File: src/rtl/phh_pkg.sv
// Package for the sampling profiler histogram: item codes, queue and result types.
// No dependencies; imported by the core, front end, back end and test.
package phh_pkg;

    typedef enum logic [1:0] {
        OP_TICK  = 2'd0,
        OP_START = 2'd1,
        OP_STOP  = 2'd2,
        OP_READ  = 2'd3
    } op_t;

    localparam logic CFG_DIVIDER  = 1'b0;
    localparam logic CFG_DURATION = 1'b1;

    localparam logic [31:0] HASH_MULT    = 32'd31;
    localparam logic [31:0] CNT_MAX      = 32'hFFFF_FFFF;
    localparam logic [10:0] USED_OUT_MAX = 11'd2047;

    // Item as it sits in the queue, with the hash key already formed.
    typedef struct packed {
        op_t         op;
        logic [15:0] thread_id;
        logic        thread_valid;
        logic [31:0] sample_pc;
        logic [9:0]  read_index;
        logic [31:0] key;
    } qitem_t;

    typedef struct packed {
        logic [15:0] thread;
        logic [31:0] pc;
        logic [31:0] hits;
    } slot_t;

    typedef struct packed {
        logic        running;
        logic [31:0] total_samples;
        logic [31:0] missed_samples;
        logic [10:0] entries_used;
        logic        entry_valid;
        logic [15:0] entry_thread;
        logic [31:0] entry_pc;
        logic [31:0] entry_count;
    } result_t;

endpackage

File: src/rtl/phh_front.sv
// Front end: accepts items, forms the hash key and queues them (two entries).
// Depends on phh_pkg.
module phh_front
    import phh_pkg::*;
(
    input  logic        clk,
    input  logic        rst_n,
    input  logic        in_valid,
    output logic        in_ready,
    input  logic [1:0]  op,
    input  logic [15:0] thread_id,
    input  logic        thread_valid,
    input  logic [31:0] sample_pc,
    input  logic [9:0]  read_index,
    output logic        q_valid,
    output qitem_t      q_item,
    input  logic        q_pop
);

    qitem_t     slot_reg [2];
    logic [1:0] count_reg, count_next;
    logic       wr_ptr_reg, wr_ptr_next;
    logic       rd_ptr_reg, rd_ptr_next;
    qitem_t     new_item;
    logic       push;

    always_comb
    begin
        new_item.op           = op_t'(op);
        new_item.thread_id    = thread_id;
        new_item.thread_valid = thread_valid;
        new_item.sample_pc    = sample_pc;
        new_item.read_index   = read_index;
        new_item.key          = 32'(thread_id) * HASH_MULT + {2'b00, sample_pc[31:2]};
    end

    assign in_ready = (count_reg != 2'd2);
    assign push     = in_valid && in_ready;
    assign q_valid  = (count_reg != 2'd0);
    assign q_item   = slot_reg[rd_ptr_reg];

    always_comb
    begin
        wr_ptr_next = wr_ptr_reg ^ push;
        rd_ptr_next = rd_ptr_reg ^ q_pop;
        count_next  = count_reg + 2'(push) - 2'(q_pop);
    end

    always_ff @(posedge clk or negedge rst_n)
    begin
        if (!rst_n)
        begin
            count_reg  <= 2'd0;
            wr_ptr_reg <= 1'b0;
            rd_ptr_reg <= 1'b0;
        end
        else
        begin
            count_reg  <= count_next;
            wr_ptr_reg <= wr_ptr_next;
            rd_ptr_reg <= rd_ptr_next;
        end
    end

    always_ff @(posedge clk)
    begin
        if (push)
        begin
            slot_reg[wr_ptr_reg] <= new_item;
        end
    end

endmodule

File: config.mk
export PLATFORM = sky130hd
export DESIGN_NAME = phh_front
export DESIGN_NICKNAME = d
export VERILOG_FILES = /design/src/rtl/phh_pkg.sv /design/src/rtl/phh_front.sv
export SDC_FILE = /design/constraint.sdc
export NUM_CORES = 1
export LEC_CHECK = 0
export ABC_AREA = 1
export BUFFER_PORTS_ARGS = -buffer_cell sky130_fd_sc_hd__buf_2
export CAP_MARGIN = 20
export CORE_MARGIN = 1
export CORE_UTILIZATION = 35
export CTS_BUF_LIST = sky130_fd_sc_hd__clkbuf_8
export CTS_CLUSTER_SIZE = 40
export DETAILED_ROUTE_END_ITERATION = 6
export GPL_TIMING_DRIVEN = 0
export PLACE_DENSITY = 0.54
export SLEW_MARGIN = 40
export SYNTH_ARGS = -nofsm -noshare
export SYNTH_HDL_FRONTEND = slang
export SYNTH_SLANG_ARGS = --single-unit
File: constraint.sdc
create_clock -name clk -period 4.8 [get_ports clk]
set_clock_uncertainty 0.1 [all_clocks]
set_input_delay 0.72 -clock clk [delete_from_list [all_inputs] [get_ports clk]]
set_output_delay 0.72 -clock clk [all_outputs]
set_load 0.005 [all_outputs]
Word-level counts from Yosys, hierarchy flattened

Memories as Yosys holds them, arrays and structs flattened.
Cells that the tools add are included.

Logic and storage cells: 15
Bits in registers: 4
Memories kept: 1
Bits of input ports: 65
RAM bits: 184

Memory list:

| name     | depth | width | read ports | clocked after memory_dff | wr ports | line            | text |
|---|---|---|---|---|---|---|---|
| slot_reg | 2     | 92    | 1          | 0                        | 1        | phh_front.sv:20 | `qitem_t slot_reg [2];` |

Reductions and logical operators: 2
Equality and inequality tests: 1
Bitwise logic cells: 2
Multiply operators: 1
$add $sub $neg: 3
Muxes and demuxes: 2

Operator list:

| operator                | number |
|---|---|
| $add A21 B30 Y31        | 1 |
| $mul A16 B5 Y21 const B | 1 |
| $add A2 B1 Y2           | 1 |
| $mux W1                 | 2 |
| $ne A2 B2 Y1 const B    | 1 |
| $reduce_bool A2 Y1      | 1 |
| $sub A2 B1 Y2           | 1 |
| $xor A1 B1 Y1           | 2 |
| $logic_and A1 B1 Y1     | 1 |

Logic depth before layout (Yosys ltp)

Gate-level depths: netlist (run 1).

Word-level depth: 4
Gate-level depth with buffers: 18

Least setup slack after synthesis (run 1)

Ideal clock, no wire load.

Kind: in2reg
From: input thread_id[2]
To: memory slot_reg[0][22] (netlist bit), data pin
Data arrival time: 3.583 ns
Library setup time: 0.257 ns
Stages: 14
Path slack: 0.859 ns
Data required time: 4.443 ns
Buffers on the path: 0
Cell sequence: inv_1 > fa_1 > inv_1 > fa_1 > inv_1 > fa_1 > inv_1 > ha_1 > or2_2 > and2_1 > nand4_1 > nand3_1 > nand2_1 > nand2_1

RTL lines:

| item        | line            | text |
|---|---|---|
| from (decl) | phh_front.sv:11 | `input logic [15:0] thread_id,` |
| to (decl)   | phh_front.sv:20 |  |

==> results of run 1 <==
==> report_power, final <==
part | switching [mW] | internal, mW | leakage, nW
clock | 0.658 | 0.450 | 0.216
combinational | 2.08 | 1.42 | 3.55
sequential | 0.0907 | 2.50 | 1.76
==> Yosys cell counts, drive strengths merged <==
cell type,n
o21ai,2
conb,1
nor2,28
a31oi,1
nor3,6
mux2,92
nand3,28
a21oi,12
inv,204
or2,3
buf,11
a21boi,1
ha,37
nand2,165
nand4,8
xnor2,5
edfxtp,184
fa,60
xor2,13
and2,2
dfrtp,4
==> kinds of logic (layout without fill, tap and decap cells) <==
group           Yosys count  after routing  synth area share, %
simple gates            240            240                 10.5
fa+ha+maj                97             97                 15.9
flops                   188            188                 53.6
buf+inv                 215            411                 7.84
other cells               1              1               0.0357
mux                      92             92                 9.87
compound gates           16             16                0.799
xor+xnor                 18             18                 1.50
==> path summary, 6_finish.rpt <==
path | end | cells after the start | startpoint
hold / removal | slot_reg[0][91] | 1 | op[1]
max in group asynchronous | rd_ptr_reg | 2 | rst_n
setup reg to reg | slot_reg[0][28] | 7 | count_reg[1]
hold reg to reg | count_reg[0] | 1 | count_reg[0]
min in group asynchronous | count_reg[1] | 2 | rst_n
setup / recovery | slot_reg[0][26] | 16 | thread_id[5]
==> what timing repair did <==
action	CTS	global route
hold buffers	1	0
gates resized for setup	0	0
endpoints found under the hold margin	4	0
==> through the flow <==
stage	TNS, ps	worst slack (ps)	total power [mW]	instances
6_report	0	835	7.21	1453
5_1_grt	0	574	7.82	1453
4_1_cts	0	840	7.36	1453
3_5_place_dp	0	308	6.22	1420
3_3_place_gp	-78820	-447	6.16	1415
2_1_floorplan	0	859	4.98	867
==> metal layers <==
metal | part of all wire [%] | vias up | routed length, µm
met5 | 0 | - | 0
li1 | - | 3164 | -
met4 | 0.97 | 0 | 206
met1 | 45 | 3092 | 9550
met2 | 50 | 128 | 10600
met3 | 4.6 | 9 | 978
==> critical path, cell delays in order <==
cell,delay [ps]
buf_2,150
inv_1,120
fa_1,540
inv_1,50
fa_1,530
inv_1,50
fa_1,520
inv_1,40
ha_1,370
nand2_1,150
nor2_1,240
nand3_1,140
nand2_2,150
nand3_1,120
nand4_1,90
nand2_1,80
==> area by class of cell <==
cell class	count	area [µm²]	share of cell area (%)
flip-flops and latches	188	5630	45.5
clock inverters	15	203	1.64
well taps	390	488	3.95
clock buffers	17	234	1.89
plain buffers	11	57.6	0.466
repair buffers	164	908	7.35
inverters	204	766	6.20
multi-input cells	464	4070	33.0
==> impl_results.md, run 1 <==
* Synth unique cells at 29
* Top cell type by total area after synthesis: edfxtp_1
* #FFs+latches synth at roughly 190
* Max-Cap Viols at 0
* Routed WL at ~21,000 µm
* Die Wd at about 180 µm
* Crit path kind: in -> reg
* RSZ-0062 raised after global routing: no
* Synth Warn # at 0
* Layout Nets at 1,212
* Initial drt markers at approximately 250
* Max reg flops at about 180
* Met1 usage at 18.4%
* TritonCTS buffer count at 17
* Max Freq at around 0.25 GHz
* Final period util at between 80 and 90%
* Post-CTS Setup Bufs at 0
* PortBufs at about 160
* Yosys top cell area share at a little over half
* GR met3 Demand/Resource at 3.37%
* Fin Hold WS at approximately 320 ps
* Synthesized area at around 10,000 µm²
* Vias in the first global route at between 6k and 7k
* Wire per inst at around 15 µm
* Most frequent cells in the layout: inv_1 (198), edfxtp_1 (184), buf_2 (168), nand2_1 (151), mux2_2 (92)
* Outcome: finished clean
* Placed cell areas at between 10,000 and 15,000 µm²
* Share of cells above drive strength 1 at 32.1%
* Clock latency on the worst-skew pair at 480 ps
* Fillers at about 2.9k
* Nature of the critical path endpoint: register
* Pins Over Slew Limit at 0
* Post-route ant nets at 0
* Sink Count at between 150 and 200
* Syn Area/Cell at between 10 and 15 µm²
* IO Pins at 160
* Starting Density at a little over a third
* Commonest non-fill, non-tap cell in the layout: inv_1
* Worst vdd ir at between 150 and 200 µV
* Gpl congestion at between 0.8 and 0.9
* Antenna Diode Count at 0
* CP Launch Type: input pin
* Final setup vio count at 0
* Sequential-to-total area share from yosys stat at between 50% and 60%
* Leakage at ~5.5 nW
* Final hold violations at 0
* Die height at approximately 180 µm
* Hold/Removal Path Class: in -> reg
* CTS root buf: clkbuf_8
* Hpwl dp at approximately 16,000 µm
* Worst EP required at slightly below 5000 ps
* Max H-tree Level at 4
* Gr busiest metal: met2
* Synth area leaders: edfxtp_1 (53%), fa_1 (11%), mux2_2 (9.9%)
* Met2 usage at 25.4%
* Syn nets at 1,029
* PD cells at about 600 nW/µm²
* Die area at around 30,000 µm²
* Core Util, Final at between 40% and 50%
* Drt first pass iters at 4
* Data arrival, critical path at 4080 ps
* Crit-path max FO at 5
* Tot GR Track Use at 14.7%
* Post-route cell area at 12,400 µm²
* CTS tree: yes
* DRC Markers at 0
* Clock Path Buffers at 2
* Largest net degree at the start of global routing at 35
* Worst R2R Setup Slack at approximately 2600 ps
* First-pass GRT wire length at between 30,000 and 40,000 µm
* Core Rows at between 60 and 70
* Core area at ~30,000 µm²
* Total grt overflow at 0
* Vias at 6,393
* Fin crit period at a little under 4000 ps
* Gate Count Post-Synth at ~870
* Clock transition at the registers of the reported paths at ~110 ps
* Vias per cell at between 4 and 5
* Layout area overhead at 17.7%
* Initial antenna violation count at 0
No activity file was read; power rests on OpenSTA's default activity.
==> inputs of run 2 (changes only) <==
==> constraint.sdc (replaced) <==
create_clock -name clk -period 4.08 [get_ports clk]
set_clock_uncertainty 0.1 [all_clocks]
set_input_delay 0.612 -clock clk [delete_from_list [all_inputs] [get_ports clk]]
set_output_delay 0.612 -clock clk [all_outputs]
set_load 0.005 [all_outputs]
==> impl_results.md, run 2 (synthesis results as in run 1) <==
* Initial antenna violation count at 0 (unchanged)
* Routed WL at 21,300 µm (unchanged)
* Clock latency on the worst-skew pair at 480 ps (about the same)
* CP Launch Type: input pin (unchanged)
* Fin Hold WS at 216 ps (was 323 ps)
* Tot GR Track Use at 14.7% (unchanged)
* Drt first pass iters at 4 (unchanged)
* Hold/Removal Path Class: in -> reg (unchanged)
* Wire per inst at 14.7 µm (about the same)
* PnR worst setup slack at 235 ps (was 835 ps)
* Outcome: finished clean (unchanged)
* Core area at 29,600 µm² (unchanged)
* First-pass GRT wire length at 34,200 µm (unchanged)
* Total grt overflow at 0 (unchanged)
* Final Non-Filler Cells at 1,455 (was 1,453)
* Final hold violations at 0 (unchanged)
* Crit-path max FO at 4 (was 5)
* Layout Nets at 1,214 (was 1,212)
* Initial drt markers at 224 (was 246)
* Share of cells above drive strength 1 at 32.6% (was 32.1%)
* Die height at 175 µm (unchanged)
* Sink Count at 188 (unchanged)
* Crit path kind: in -> reg (unchanged)
* Clock Path Buffers at 2 (unchanged)
* Max Freq at about 0.26 GHz
* Max-Cap Viols at 0 (unchanged)
* Pins Over Slew Limit at 0 (unchanged)
* Die area at 30,700 µm² (unchanged)
* Data arrival, critical path at 3970 ps (was 4080 ps)
* Final setup vio count at 0 (unchanged)
* Largest net degree at the start of global routing at 35 (unchanged)
* Layout area overhead at 18.0% (was 17.7%)
* Vias in the first global route at 6,567 (unchanged)
* Final period util at a little over nine tenths
* Fin crit period at a little under 4000 ps
* Nature of the critical path endpoint: register (unchanged)
* CTS root buf: clkbuf_8 (unchanged)
* IO Pins at 160 (unchanged)
* PortBufs at 158 (unchanged)
* Pre-CTS setup slack at -304 ps (was 308 ps)
* Antenna Diode Count at 0 (unchanged)
* Leakage at 5.53 nW (was 5.52 nW)
* Core Rows at 63 (unchanged)
* Hpwl dp at 16,200 µm (unchanged)
* Clock transition at the registers of the reported paths at 120 ps (was 110 ps)
* DRC Markers at 0 (unchanged)
* Max reg flops at 184 (unchanged)
* DP Cell Count at 1,420 (unchanged)
* CTS tree: yes (unchanged)
* TritonCTS buffer count at 17 (unchanged)
* Gpl congestion at 0.820 (unchanged)
* PD cells at 687 nW/µm² (was 583 nW/µm²)
* Post-route ant nets at 0 (unchanged)
* Worst EP required at 4200 ps (was 4920 ps)
* Starting Density at 35.5% (unchanged)
* Most frequent cells in the layout: inv_1 (197), edfxtp_1 (184), buf_2 (168), nand2_1 (150), mux2_2 (92) (was inv_1 (198), edfxtp_1 (184), buf_2 (168), nand2_1 (151), mux2_2 (92))
* Max H-tree Level at 4 (unchanged)
* Worst vdd ir at 199 µV (was 169 µV)
* Commonest non-fill, non-tap cell in the layout: inv_1 (unchanged)
* Vias at 6,423 (was 6,393)
* Vias per cell at 4.41 (was 4.40)
* Die Wd at 175 µm (unchanged)
## run 2: cell count changes in the layout (fill, tap and decap cells not counted)
| cell | previous run | this run |
|---|---|---|
| buf_4 | 1 | 3 |
| clkinvlp_4 | 0 | 1 |
| ha_1 | 35 | 34 |
| ha_2 | 0 | 1 |
| inv_1 | 198 | 197 |
| nand2_1 | 151 | 150 |
| nand2_2 | 14 | 15 |
| nor2_1 | 18 | 17 |
| nor2_2 | 6 | 7 |
## run 2: per-stage QoR
stage          utilization (%)  TNS [ps]  total power, mW  instance area [µm²]
4_1_cts                   41.8         0             8.66                12400
3_3_place_gp              39.8   -198660             7.25                11800
5_1_grt                   41.9     -9.24             9.22                12400
6_report                  41.9         0             8.50                12400
2_1_floorplan                -         0             5.86                10500
3_5_place_dp              40.3     -8180             7.32                11900
## run 2: final timing paths
path                              startpoint         endpoint  slack (ps)  cells after the start
worst max register to register  count_reg[1]  slot_reg[0][28]        1870                      7
worst min-delay path                   op[1]  slot_reg[0][91]         220                      1
max in group asynchronous              rst_n       rd_ptr_reg        3390                      2
worst min register to register  count_reg[0]     count_reg[0]         470                      1
worst max-delay path            thread_id[3]  slot_reg[0][28]         240                     18
min in group asynchronous              rst_n     count_reg[1]         360                      2
## run 2: area by class of cell
| type | count | area [µm²] |
|---|---|---|
| Sequential cell | 188 | 5630 |
| Fill cell | 2914 | 17200 |
| Inverter | 204 | 769 |
| Clock buffer | 17 | 234 |
| Multi-Input combinational cell | 464 | 4080 |
| Timing Repair Buffer | 166 | 923 |
| Tap cell | 390 | 488 |
| Buffer | 11 | 57.6 |
| Clock inverter | 15 | 203 |
## run 2: what timing repair did
action                                  CTS  global route
hold endpoints to repair                  4             0
resized for setup                         0             4
setup buffers                             0             2
endpoints found under the setup margin    0             6
hold buffers                              1             0
## run 2: layer usage
layer  vias to the layer above  wire length [µm]  global-route usage (%)  part of all wire [%]
li1                       3169                 -                       -                     -
met1                      3118              9540                    18.4                    45
met2                       127             10600                    25.4                    50
met3                         9               969                    3.37                   4.5
met4                         0               206                    4.42                  0.97
met5                         -                 0                       0                     0
## run 2: worst max-delay path, stage by stage
cell	delay, ps
buf_2	150
clkinvlp_4	170
fa_1	550
inv_1	50
fa_1	530
inv_1	60
fa_1	530
inv_1	40
ha_2	360
nand2_2	90
nor2_1	110
nand2_1	70
nand3_2	140
nand2_1	70
nand2_1	160
nand2_1	120
nand3_1	100
nand2_1	70
## run 2: power breakdown
part           switching (mW)  total [mW]  internal (mW)
logic                    2.46        4.14           1.68
registers               0.106        3.05           2.95
clock network           0.775        1.30          0.529
